File: src/rtl/core/rx_fifo_with_idle_frame_detect_unit_defines.svh
// Assertion macros shared by the receive FIFO RTL.
`ifndef RX_FIFO_WITH_IDLE_FRAME_DETECT_UNIT_DEFINES_SVH
`define RX_FIFO_WITH_IDLE_FRAME_DETECT_UNIT_DEFINES_SVH

// Clocked check, quiet while reset is held.
`define RXF_ASSERT(lbl, prop, msg) \
    lbl: assert property (@(posedge i_clk) disable iff (!i_rst_n) prop) else $error(msg);

// Clocked check that also holds through reset.
`define RXF_ASSERT_ALWAYS(lbl, prop, msg) \
    lbl: assert property (@(posedge i_clk) prop) else $error(msg);

`endif

File: src/rtl/core/rxf_pkg.sv
// Types and constants of the receive FIFO with idle frame detection.
package rxf_pkg;

    localparam int ACTION_W = 3;
    localparam int BYTE_W   = 8;
    localparam int TIME_W   = 16;
    localparam int STATUS_W = 2;
    localparam int LEVEL_W  = 8;

    localparam logic [TIME_W-1:0] IDLE_LIMIT_RST = 16'd30;
    localparam logic [TIME_W-1:0] COUNT_MAX      = 16'hFFFF;

    typedef enum logic [ACTION_W-1:0] {
        ACT_PUSH  = 3'd0,
        ACT_POP   = 3'd1,
        ACT_FLUSH = 3'd2,
        ACT_TICK  = 3'd3,
        ACT_ACK   = 3'd4
    } t_action;

    typedef enum logic [STATUS_W-1:0] {
        ST_OK    = 2'd0,
        ST_FULL  = 2'd1,
        ST_EMPTY = 2'd2
    } t_status;

    // Per-transfer result of the control unit, minus the popped byte
    typedef struct packed {
        t_status              status;
        logic [LEVEL_W-1:0]   fill_level;
        logic                 frame_ready;
        logic                 pop_ok;
    } t_ctrl_res;

endpackage

File: src/rtl/core/rxf_ifs.sv
// Valid/ready channel interfaces for input actions and results.
interface rxf_in_if;
    logic                           valid;
    logic                           ready;
    logic [rxf_pkg::ACTION_W-1:0]   action;
    logic [rxf_pkg::BYTE_W-1:0]     byte_in;
    logic [rxf_pkg::TIME_W-1:0]     elapsed;

    modport source (output valid, action, byte_in, elapsed, input ready);
    modport sink   (input valid, action, byte_in, elapsed, output ready);
endinterface

interface rxf_out_if;
    logic                           valid;
    logic                           ready;
    logic [rxf_pkg::STATUS_W-1:0]   status;
    logic [rxf_pkg::BYTE_W-1:0]     byte_out;
    logic [rxf_pkg::LEVEL_W-1:0]    fill_level;
    logic                           frame_ready;

    modport source (output valid, status, byte_out, fill_level, frame_ready, input ready);
    modport sink   (input valid, status, byte_out, fill_level, frame_ready, output ready);
endinterface

File: src/rtl/core/rxf_ram.sv
// Generic single-write, single-read synchronous RAM with registered read data.
module rxf_ram #(
    parameter int WIDTH = 8,
    parameter int DEPTH = 128,
    localparam int AW   = (DEPTH > 1) ? $clog2(DEPTH) : 1
) (
    input  logic             i_clk,
    input  logic             i_we,
    input  logic [AW-1:0]    i_waddr,
    input  logic [WIDTH-1:0] i_wdata,
    input  logic             i_re,
    input  logic [AW-1:0]    i_raddr,
    output logic [WIDTH-1:0] o_rdata
);

    logic [WIDTH-1:0] r_mem [DEPTH];
    logic [WIDTH-1:0] r_rdata;

    // Write port
    always_ff @(posedge i_clk) begin
        if (i_we) begin
            r_mem[i_waddr] <= i_wdata;
        end
    end

    // Read port, data holds until the next read
    always_ff @(posedge i_clk) begin
        if (i_re) begin
            r_rdata <= r_mem[i_raddr];
        end
    end

    assign o_rdata = r_rdata;

endmodule

File: src/rtl/core/rxf_ctrl.sv
// Pointer, fill level and idle-gap frame detection control.
`include "rx_fifo_with_idle_frame_detect_unit_defines.svh"

module rxf_ctrl #(
    parameter int DEPTH = 128,
    localparam int AW   = (DEPTH > 1) ? $clog2(DEPTH) : 1
) (
    input  logic                           i_clk,
    input  logic                           i_rst_n,
    input  logic                           i_acc,
    input  logic [rxf_pkg::ACTION_W-1:0]   i_action,
    input  logic [rxf_pkg::BYTE_W-1:0]     i_byte_in,
    input  logic [rxf_pkg::TIME_W-1:0]     i_elapsed,
    input  logic                           i_cfg_we,
    input  logic [rxf_pkg::TIME_W-1:0]     i_cfg_wdata,
    output logic                           o_ram_we,
    output logic [AW-1:0]                  o_ram_waddr,
    output logic [rxf_pkg::BYTE_W-1:0]     o_ram_wdata,
    output logic                           o_ram_re,
    output logic [AW-1:0]                  o_ram_raddr,
    output rxf_pkg::t_ctrl_res             o_res
);

    // Pointers run modulo twice the depth
    localparam int PW = $clog2(2 * DEPTH);
    localparam int LW = $clog2(DEPTH + 1);
    localparam logic [PW:0]   SPAN     = (PW + 1)'(2 * DEPTH);
    localparam logic [PW-1:0] PTR_LAST = PW'(2 * DEPTH - 1);
    localparam logic [PW-1:0] PTR_DEP  = PW'(DEPTH);
    localparam logic [LW-1:0] LVL_FULL = LW'(DEPTH);

    logic [PW-1:0]                r_wp, r_rp, n_wp, n_rp;
    logic [LW-1:0]                r_last, n_last;
    logic [rxf_pkg::TIME_W-1:0]   r_count, n_count;
    logic                         r_flag, n_flag;
    logic [rxf_pkg::TIME_W-1:0]   r_limit;

    logic [LW-1:0]                lvl_now, lvl_new;
    logic                         full, empty;
    logic [rxf_pkg::TIME_W:0]     sum;
    logic [rxf_pkg::TIME_W-1:0]   sum_sat;
    logic [LW+7:0]                lvl_ext;
    rxf_pkg::t_status             status;
    logic                         push_ok, pop_ok;

    function automatic logic [LW-1:0] level_of(logic [PW-1:0] wp, logic [PW-1:0] rp);
        logic [PW:0] d;
        d = {1'b0, wp} + ((wp < rp) ? SPAN : '0) - {1'b0, rp};
        return d[LW-1:0];
    endfunction

    function automatic logic [AW-1:0] index_of(logic [PW-1:0] p);
        logic [PW-1:0] q;
        q = (p >= PTR_DEP) ? p - PTR_DEP : p;
        return q[AW-1:0];
    endfunction

    function automatic logic [PW-1:0] ptr_inc(logic [PW-1:0] p);
        return (p == PTR_LAST) ? '0 : p + 1'b1;
    endfunction

    assign lvl_now = level_of(r_wp, r_rp);
    assign full    = (lvl_now == LVL_FULL);
    assign empty   = (lvl_now == '0);

    // Saturating idle accumulation
    assign sum     = {1'b0, r_count} + {1'b0, i_elapsed};
    assign sum_sat = sum[rxf_pkg::TIME_W] ? rxf_pkg::COUNT_MAX : sum[rxf_pkg::TIME_W-1:0];

    // Action decode and next state
    always_comb begin
        n_wp    = r_wp;
        n_rp    = r_rp;
        n_last  = r_last;
        n_count = r_count;
        n_flag  = r_flag;
        status  = rxf_pkg::ST_OK;
        push_ok = 1'b0;
        pop_ok  = 1'b0;
        unique case (i_action)
            rxf_pkg::ACT_PUSH: begin
                if (full) begin
                    status = rxf_pkg::ST_FULL;
                end else begin
                    push_ok = 1'b1;
                    n_wp    = ptr_inc(r_wp);
                end
            end
            rxf_pkg::ACT_POP: begin
                if (empty) begin
                    status = rxf_pkg::ST_EMPTY;
                end else begin
                    pop_ok = 1'b1;
                    n_rp   = ptr_inc(r_rp);
                end
            end
            rxf_pkg::ACT_FLUSH: begin
                n_rp = r_wp;
            end
            rxf_pkg::ACT_TICK: begin
                if (empty) begin
                    n_last = '0;
                end else if (lvl_now != r_last) begin
                    n_last  = lvl_now;
                    n_count = '0;
                end else if (r_count < r_limit) begin
                    n_count = sum_sat;
                    if (sum_sat >= r_limit) begin
                        n_flag = 1'b1;
                    end
                end
            end
            rxf_pkg::ACT_ACK: begin
                n_flag = 1'b0;
            end
            default: begin
            end
        endcase
    end

    // State registers
    always_ff @(posedge i_clk) begin
        if (!i_rst_n) begin
            r_wp    <= '0;
            r_rp    <= '0;
            r_last  <= '0;
            r_count <= '0;
            r_flag  <= 1'b0;
        end else if (i_acc) begin
            r_wp    <= n_wp;
            r_rp    <= n_rp;
            r_last  <= n_last;
            r_count <= n_count;
            r_flag  <= n_flag;
        end
    end

    // Idle limit register
    always_ff @(posedge i_clk) begin
        if (!i_rst_n) begin
            r_limit <= rxf_pkg::IDLE_LIMIT_RST;
        end else if (i_cfg_we) begin
            r_limit <= i_cfg_wdata;
        end
    end

    // Store access
    assign o_ram_we    = i_acc && push_ok;
    assign o_ram_waddr = index_of(r_wp);
    assign o_ram_wdata = i_byte_in;
    assign o_ram_re    = i_acc && pop_ok;
    assign o_ram_raddr = index_of(r_rp);

    // Result after the action, level cut to the output width
    assign lvl_new           = level_of(n_wp, n_rp);
    assign lvl_ext           = {8'b0, lvl_new};
    assign o_res.status      = status;
    assign o_res.fill_level  = lvl_ext[7:0];
    assign o_res.frame_ready = n_flag;
    assign o_res.pop_ok      = pop_ok;

    `RXF_ASSERT(a_level_bound, (lvl_now <= LVL_FULL), "fill level above depth")
    `RXF_ASSERT(a_full_push_hold, (i_acc && i_action == rxf_pkg::ACT_PUSH && full) |=> $stable(r_wp), "write pointer moved on dropped push")
    `RXF_ASSERT(a_flag_by_tick, $rose(r_flag) |-> $past(i_acc && i_action == rxf_pkg::ACT_TICK), "frame flag set outside a tick")

endmodule

File: src/rtl/core/rx_fifo_with_idle_frame_detect_unit.sv
// A result passes stage 1 and then the output register, where it is held until taken.
// Throughput: one action per cycle while results are taken; state updates at the transfer.
// A pop reads the byte store through its registered read port; the data lands in the stage before the output.
// Reset (synchronous, active low) clears pointers, idle state, frame flag and both stages,
// and sets the idle limit to 30; the byte store itself is not cleared.
`include "rx_fifo_with_idle_frame_detect_unit_defines.svh"

module rx_fifo_with_idle_frame_detect_unit #(
    parameter int DEPTH = 128
) (
    input  logic                           i_clk,
    input  logic                           i_rst_n,
    rxf_in_if.sink                         i_in,
    rxf_out_if.source                      o_out,
    input  logic                           i_cfg_we,
    input  logic [rxf_pkg::TIME_W-1:0]     i_cfg_wdata
);

    localparam int AW = (DEPTH > 1) ? $clog2(DEPTH) : 1;

    logic                           acc;
    logic                           s1_move;
    logic                           ram_we, ram_re;
    logic [AW-1:0]                  ram_waddr, ram_raddr;
    logic [rxf_pkg::BYTE_W-1:0]     ram_wdata, ram_rdata;
    rxf_pkg::t_ctrl_res             res;

    logic                           r_s1_valid;
    rxf_pkg::t_ctrl_res             r_s1_res;
    logic                           r_out_valid;
    logic [rxf_pkg::STATUS_W-1:0]   r_out_status;
    logic [rxf_pkg::BYTE_W-1:0]     r_out_byte;
    logic [rxf_pkg::LEVEL_W-1:0]    r_out_level;
    logic                           r_out_frame;

    // Handshake: stage 1 drains into the output register when that register is empty or its result is taken
    assign s1_move    = r_s1_valid && (!r_out_valid || o_out.ready);
    assign i_in.ready = !r_s1_valid || s1_move;
    assign acc        = i_in.valid && i_in.ready;

    rxf_ctrl #(.DEPTH(DEPTH)) u_ctrl (
        .i_clk       (i_clk),
        .i_rst_n     (i_rst_n),
        .i_acc       (acc),
        .i_action    (i_in.action),
        .i_byte_in   (i_in.byte_in),
        .i_elapsed   (i_in.elapsed),
        .i_cfg_we    (i_cfg_we),
        .i_cfg_wdata (i_cfg_wdata),
        .o_ram_we    (ram_we),
        .o_ram_waddr (ram_waddr),
        .o_ram_wdata (ram_wdata),
        .o_ram_re    (ram_re),
        .o_ram_raddr (ram_raddr),
        .o_res       (res)
    );

    rxf_ram #(.WIDTH(rxf_pkg::BYTE_W), .DEPTH(DEPTH)) u_store (
        .i_clk   (i_clk),
        .i_we    (ram_we),
        .i_waddr (ram_waddr),
        .i_wdata (ram_wdata),
        .i_re    (ram_re),
        .i_raddr (ram_raddr),
        .o_rdata (ram_rdata)
    );

    // Stage 1: waits for store read data
    always_ff @(posedge i_clk) begin
        if (!i_rst_n) begin
            r_s1_valid <= 1'b0;
        end else if (acc) begin
            r_s1_valid <= 1'b1;
        end else if (s1_move) begin
            r_s1_valid <= 1'b0;
        end
    end

    always_ff @(posedge i_clk) begin
        if (acc) begin
            r_s1_res <= res;
        end
    end

    // Output register
    always_ff @(posedge i_clk) begin
        if (!i_rst_n) begin
            r_out_valid <= 1'b0;
        end else if (s1_move) begin
            r_out_valid <= 1'b1;
        end else if (o_out.ready) begin
            r_out_valid <= 1'b0;
        end
    end

    always_ff @(posedge i_clk) begin
        if (s1_move) begin
            r_out_status <= r_s1_res.status;
            r_out_byte   <= r_s1_res.pop_ok ? ram_rdata : '0;
            r_out_level  <= r_s1_res.fill_level;
            r_out_frame  <= r_s1_res.frame_ready;
        end
    end

    assign o_out.valid       = r_out_valid;
    assign o_out.status      = r_out_status;
    assign o_out.byte_out    = r_out_byte;
    assign o_out.fill_level  = r_out_level;
    assign o_out.frame_ready = r_out_frame;

    `RXF_ASSERT(a_pop_to_s1, (acc && res.pop_ok) |=> (r_s1_valid && r_s1_res.pop_ok), "pop lost before stage 1")
    `RXF_ASSERT(a_s1_hold, (r_s1_valid && !s1_move) |=> r_s1_valid, "stage 1 dropped while stalled")
    `RXF_ASSERT_ALWAYS(a_rst_empty, (!i_rst_n) |=> (!r_s1_valid && !r_out_valid), "pipeline not cleared by reset")

endmodule

File: src/flat_wrapper.sv
// flat-port wrapper written by rule: the top's interface ports become plain ports
module rx_fifo_with_idle_frame_detect_unit_flat 
#(
    parameter int DEPTH = 128
)
  (i_clk, i_rst_n, i_cfg_we, i_cfg_wdata, i_in_valid, i_in_action, i_in_byte_in, i_in_elapsed, i_in_ready, o_out_valid, o_out_status, o_out_byte_out, o_out_fill_level, o_out_frame_ready, o_out_ready);
  rxf_in_if i_in_i ();
  rxf_out_if o_out_i ();
  input  logic i_clk;
  input  logic i_rst_n;
  input  logic i_cfg_we;
  input  logic [rxf_pkg::TIME_W-1:0] i_cfg_wdata;
  input wire logic [$bits(i_in_i.valid)-1:0] i_in_valid;
  input wire logic [$bits(i_in_i.action)-1:0] i_in_action;
  input wire logic [$bits(i_in_i.byte_in)-1:0] i_in_byte_in;
  input wire logic [$bits(i_in_i.elapsed)-1:0] i_in_elapsed;
  output wire logic [$bits(i_in_i.ready)-1:0] i_in_ready;
  output wire logic [$bits(o_out_i.valid)-1:0] o_out_valid;
  output wire logic [$bits(o_out_i.status)-1:0] o_out_status;
  output wire logic [$bits(o_out_i.byte_out)-1:0] o_out_byte_out;
  output wire logic [$bits(o_out_i.fill_level)-1:0] o_out_fill_level;
  output wire logic [$bits(o_out_i.frame_ready)-1:0] o_out_frame_ready;
  input wire logic [$bits(o_out_i.ready)-1:0] o_out_ready;
  assign i_in_i.valid = i_in_valid;
  assign i_in_i.action = i_in_action;
  assign i_in_i.byte_in = i_in_byte_in;
  assign i_in_i.elapsed = i_in_elapsed;
  assign i_in_ready = i_in_i.ready;
  assign o_out_valid = o_out_i.valid;
  assign o_out_status = o_out_i.status;
  assign o_out_byte_out = o_out_i.byte_out;
  assign o_out_fill_level = o_out_i.fill_level;
  assign o_out_frame_ready = o_out_i.frame_ready;
  assign o_out_i.ready = o_out_ready;
  rx_fifo_with_idle_frame_detect_unit #(.DEPTH(DEPTH)) u_core (.i_clk(i_clk), .i_rst_n(i_rst_n), .i_in(i_in_i), .o_out(o_out_i), .i_cfg_we(i_cfg_we), .i_cfg_wdata(i_cfg_wdata));
endmodule
File: config.mk
export PLATFORM = sky130hd
export DESIGN_NAME = rx_fifo_with_idle_frame_detect_unit_flat
export DESIGN_NICKNAME = d
export VERILOG_FILES = /design/src/rtl/core/rxf_pkg.sv /design/src/rtl/core/rxf_ifs.sv /design/src/rtl/core/rxf_ram.sv /design/src/rtl/core/rxf_ctrl.sv /design/src/rtl/core/rx_fifo_with_idle_frame_detect_unit.sv /design/src/flat_wrapper.sv
export VERILOG_INCLUDE_DIRS = /design/src /design/src/rtl/core
export SDC_FILE = /design/constraint.sdc
export NUM_CORES = 1
export LEC_CHECK = 0
export BUFFER_PORTS_ARGS = -buffer_cell sky130_fd_sc_hd__buf_2
export CORE_MARGIN = 5
export CORE_UTILIZATION = 26
export CTS_BUF_LIST = sky130_fd_sc_hd__clkbuf_4 sky130_fd_sc_hd__clkbuf_8
export CTS_CLUSTER_DIAMETER = 120
export DETAILED_ROUTE_END_ITERATION = 16
export GPL_ROUTABILITY_DRIVEN = 0
export GPL_TIMING_DRIVEN = 0
export HOLD_SLACK_MARGIN = 0.15
export PLACE_DENSITY = 0.49
export SYNTH_ARGS = -nofsm -noshare
export SYNTH_HDL_FRONTEND = slang
export SYNTH_SLANG_ARGS = --single-unit
File: constraint.sdc
create_clock -name i_clk -period 7.6 [get_ports i_clk]
set_input_delay 0.38 -clock i_clk [delete_from_list [all_inputs] [get_ports i_clk]]
set_output_delay 0.38 -clock i_clk [all_outputs]
set_load 0.03 [all_outputs]
==> results_dict.tcl <==
set metrics [dict create \
    cap_violations 0 \
    cts_tree "built" \
    cts_num_sinks 1122 \
    synth_edf_count 1063 \
    final_nets 2735 \
    place_inst 4696 \
    clk_pin_slew_worst_paths_ps 60 \
    yosysSeqAreaShare_pct 72.3 \
    syn2layout_area_growth_pct 17.6 \
    drtIter0Drc 2021 \
    layout-drive-gt1-share_pct 28.1 \
    post-route-period-util_pct 94.9 \
    synth_largest_area_cell "edfxtp_1" \
    cts_root_buffer "clkbuf_8" \
    portBuffers 66 \
    ant_nets 0 \
    dieWidth_um 430 \
    hold_viol 0 \
    worstPathMaxFanout 10 \
    dr_total_vias 23476 \
    ir_drop_v 0.000122 \
    antenna_found_initial 11 \
    clock_skew_ps 33.3 \
    critical_path_class "reg -> reg" \
    cts_max_level 4 \
    syn_area_um2 45800 \
    row_count 154 \
    start_util_pct 26.1 \
    p_leak_nw 16.9 \
    wl_um 123000 \
    worst_slew_pin_slew_ps 1320 \
    hold_slack_ps 264 \
    hold_class "in -> reg" \
    clockBufferDepth 3 \
    core_region_area_um2 176000 \
    grt_pass1_vias 24431 \
    instances_no_fill 5122 \
    async_flop_share_pct 0 \
    syn-num-nets 2395 \
    grt_pass1_wl_um 176000 \
    ys_ff_latch 1122 \
    dpl.hpwl_um 80400 \
    max_freq_mhz 139 \
    avgSynthCellArea_um2 20.1 \
    critPathLaunchType "flop" \
    grt_usage_pct 13.1 \
    synth.top_cell.area_share_pct 69.7 \
    tns_ps 0 \
    grt-ovfl-total 0 \
    die_h_um 430 \
    clock_latency_ps 870 \
    cts_buffers 188 \
    setup_viol 0 \
    dr.pass1.iters 5 \
    synth.area.top_cells "edfxtp_1 70%, mux4_2 17%, dfxtp_1 2.6%" \
    period_needed_ps 7210 \
    synth_cells 2281 \
    worstPathArrival_ps 7690 \
    power_density_nw_per_um2 240 \
    ios 69 \
    dominantRegCellSynth "edfxtp_1" \
    post_drt_wl_per_cell_um 24.0 \
    end_kind "flop" \
    grt_max_degree 105 \
    remaining_drc_errors 0 \
    worstPathRequired_ps 8080 \
    die_area_um2 185000 \
    status "finished clean" \
    relSlewSlack_pct 12.3 \
    cts_setup_buffers 0 \
    finalMaxSlewViolations 0 \
    ys_warn_count 0 \
    yosysUniqueCellTypes 81 \
    rsz0062_at_grt "true" \
    vias_per_cell 4.58 \
]
## timing repair
action	in CTS	in global routing
setup endpoints to repair	440	321
endpoints found under the hold margin	418	0
resized for setup	11	20
hold buffers	74	0
cloned	0	0
## flip-flops by register name (all words and copies together) (netlist names), 2 cells and up
name and flops:
u_core.o_out.byte_out 8, u_core.o_out.fill_level 8, u_core.o_out.status 2, u_core.r_s1_res 12, u_core.u_ctrl.r_count 16, u_core.u_ctrl.r_last 8, u_core.u_ctrl.r_limit 16, u_core.u_ctrl.r_rp 8
u_core.u_ctrl.r_wp 8, u_core.u_store.o_rdata 8, u_core.u_store.r_mem 1024
## per-stage QoR
step / instance area (µm²) / util [%] / total power [mW] / setup slack (ps)
after floorplan: 45800 / - / 7.40 / 2210
after global placement: 49100 / 27.9 / 7.75 / -486
after detailed placement: 49300 / 28.1 / 7.76 / -250
after CTS: 53800 / 30.6 / 13.1 / 165
after global routing: 53800 / 30.6 / 13.4 / -51.0
final: 53800 / 30.6 / 12.9 / 386
## synth_stat cells, drive strengths merged, types with 18 or more instances
cell and count:
mux2i 22, inv 42, nor2b 36, clkbuf 75, o21ai 24, dfxtp 59, edfxtp 1063, ha 63
nor2 149, xnor2 20, a21oi 32, mux4 336, a21o 26, buf 41, nand2 84, nand2b 18
## placed cells by master, fill, tap and decap left out, drive strengths merged, types with 47 or more instances in the layout
cell         instances
inv                 47
dlygate4sd3         74
clkinv              67
buf                117
edfxtp            1063
clkbuf             342
ha                  63
dfxtp               59
nand2               84
nor2               149
mux4               336
## power by group
part           internal (mW)  leakage, nW  switching [mW]
Clock                   2.81         1.94            2.45
Sequential              6.79         10.1          0.0123
Combinational          0.352         4.92           0.498
## layout make-up
class | count | area [µm²]
Fill cell | 17239 | 122000
Sequential cell | 1122 | 33100
Multi-Input combinational cell | 1001 | 12100
Clock buffer | 267 | 3240
Tap cell | 2340 | 2930
Timing Repair Buffer | 150 | 1350
Buffer | 116 | 485
Clock inverter | 77 | 423
Inverter | 42 | 158
Antenna cell | 7 | 17.5
## cell families (layout without fill, tap and decap cells)
kind of cell    count (synthesis)  after routing  share of synthesized area (%)
simple gates                  370            370                           3.82
mux                           359            359                           17.0
buf+inv                       158            652                           1.39
flops                        1122           1122                           72.3
xor+xnor                       37             37                          0.784
compound gates                169            169                           2.85
other cells                     0              7                              0
fa+ha+maj                      66             66                           1.85
## final timing paths
| kind | startpoint | endpoint | slack (ps) | cells after the start |
|---|---|---|---|---|
| worst max-delay path | u_core.u_ctrl.r_rp[1] | u_core.u_store.r_mem[78][1] | 390 | 13 |
| worst max register to register | u_core.u_ctrl.r_rp[1] | u_core.u_store.r_mem[78][1] | 390 | 13 |
| worst min register to register | u_core.r_s1_res[7] | u_core.o_out.fill_level[5] | 420 | 0 |
| worst min-delay path | i_in_elapsed[15] | u_core.u_ctrl.r_count[15] | 260 | 5 |
## worst max-delay path, stage by stage (launching register included)
cell and delay, ps:
dfxtp_1 340, clkbuf_1 650, clkbuf_1 580, clkbuf_2 480, inv_1 210, fa_1 490
a211o_1 340, and3_1 230, o311ai_2 570, nor3_2 210, a211oi_4 590, nand4_2 700
clkbuf_2 650, nor2_1 770
## layer usage
metal	up-vias	part of all wire (%)	GRT usage [%]
met5	-	0	0
met2	744	47	20.6
li1	10111	-	-
met3	164	6.3	2.67
met1	12457	45	18.5
met4	0	1.8	3.41
(Power assumes the default switching activity.)
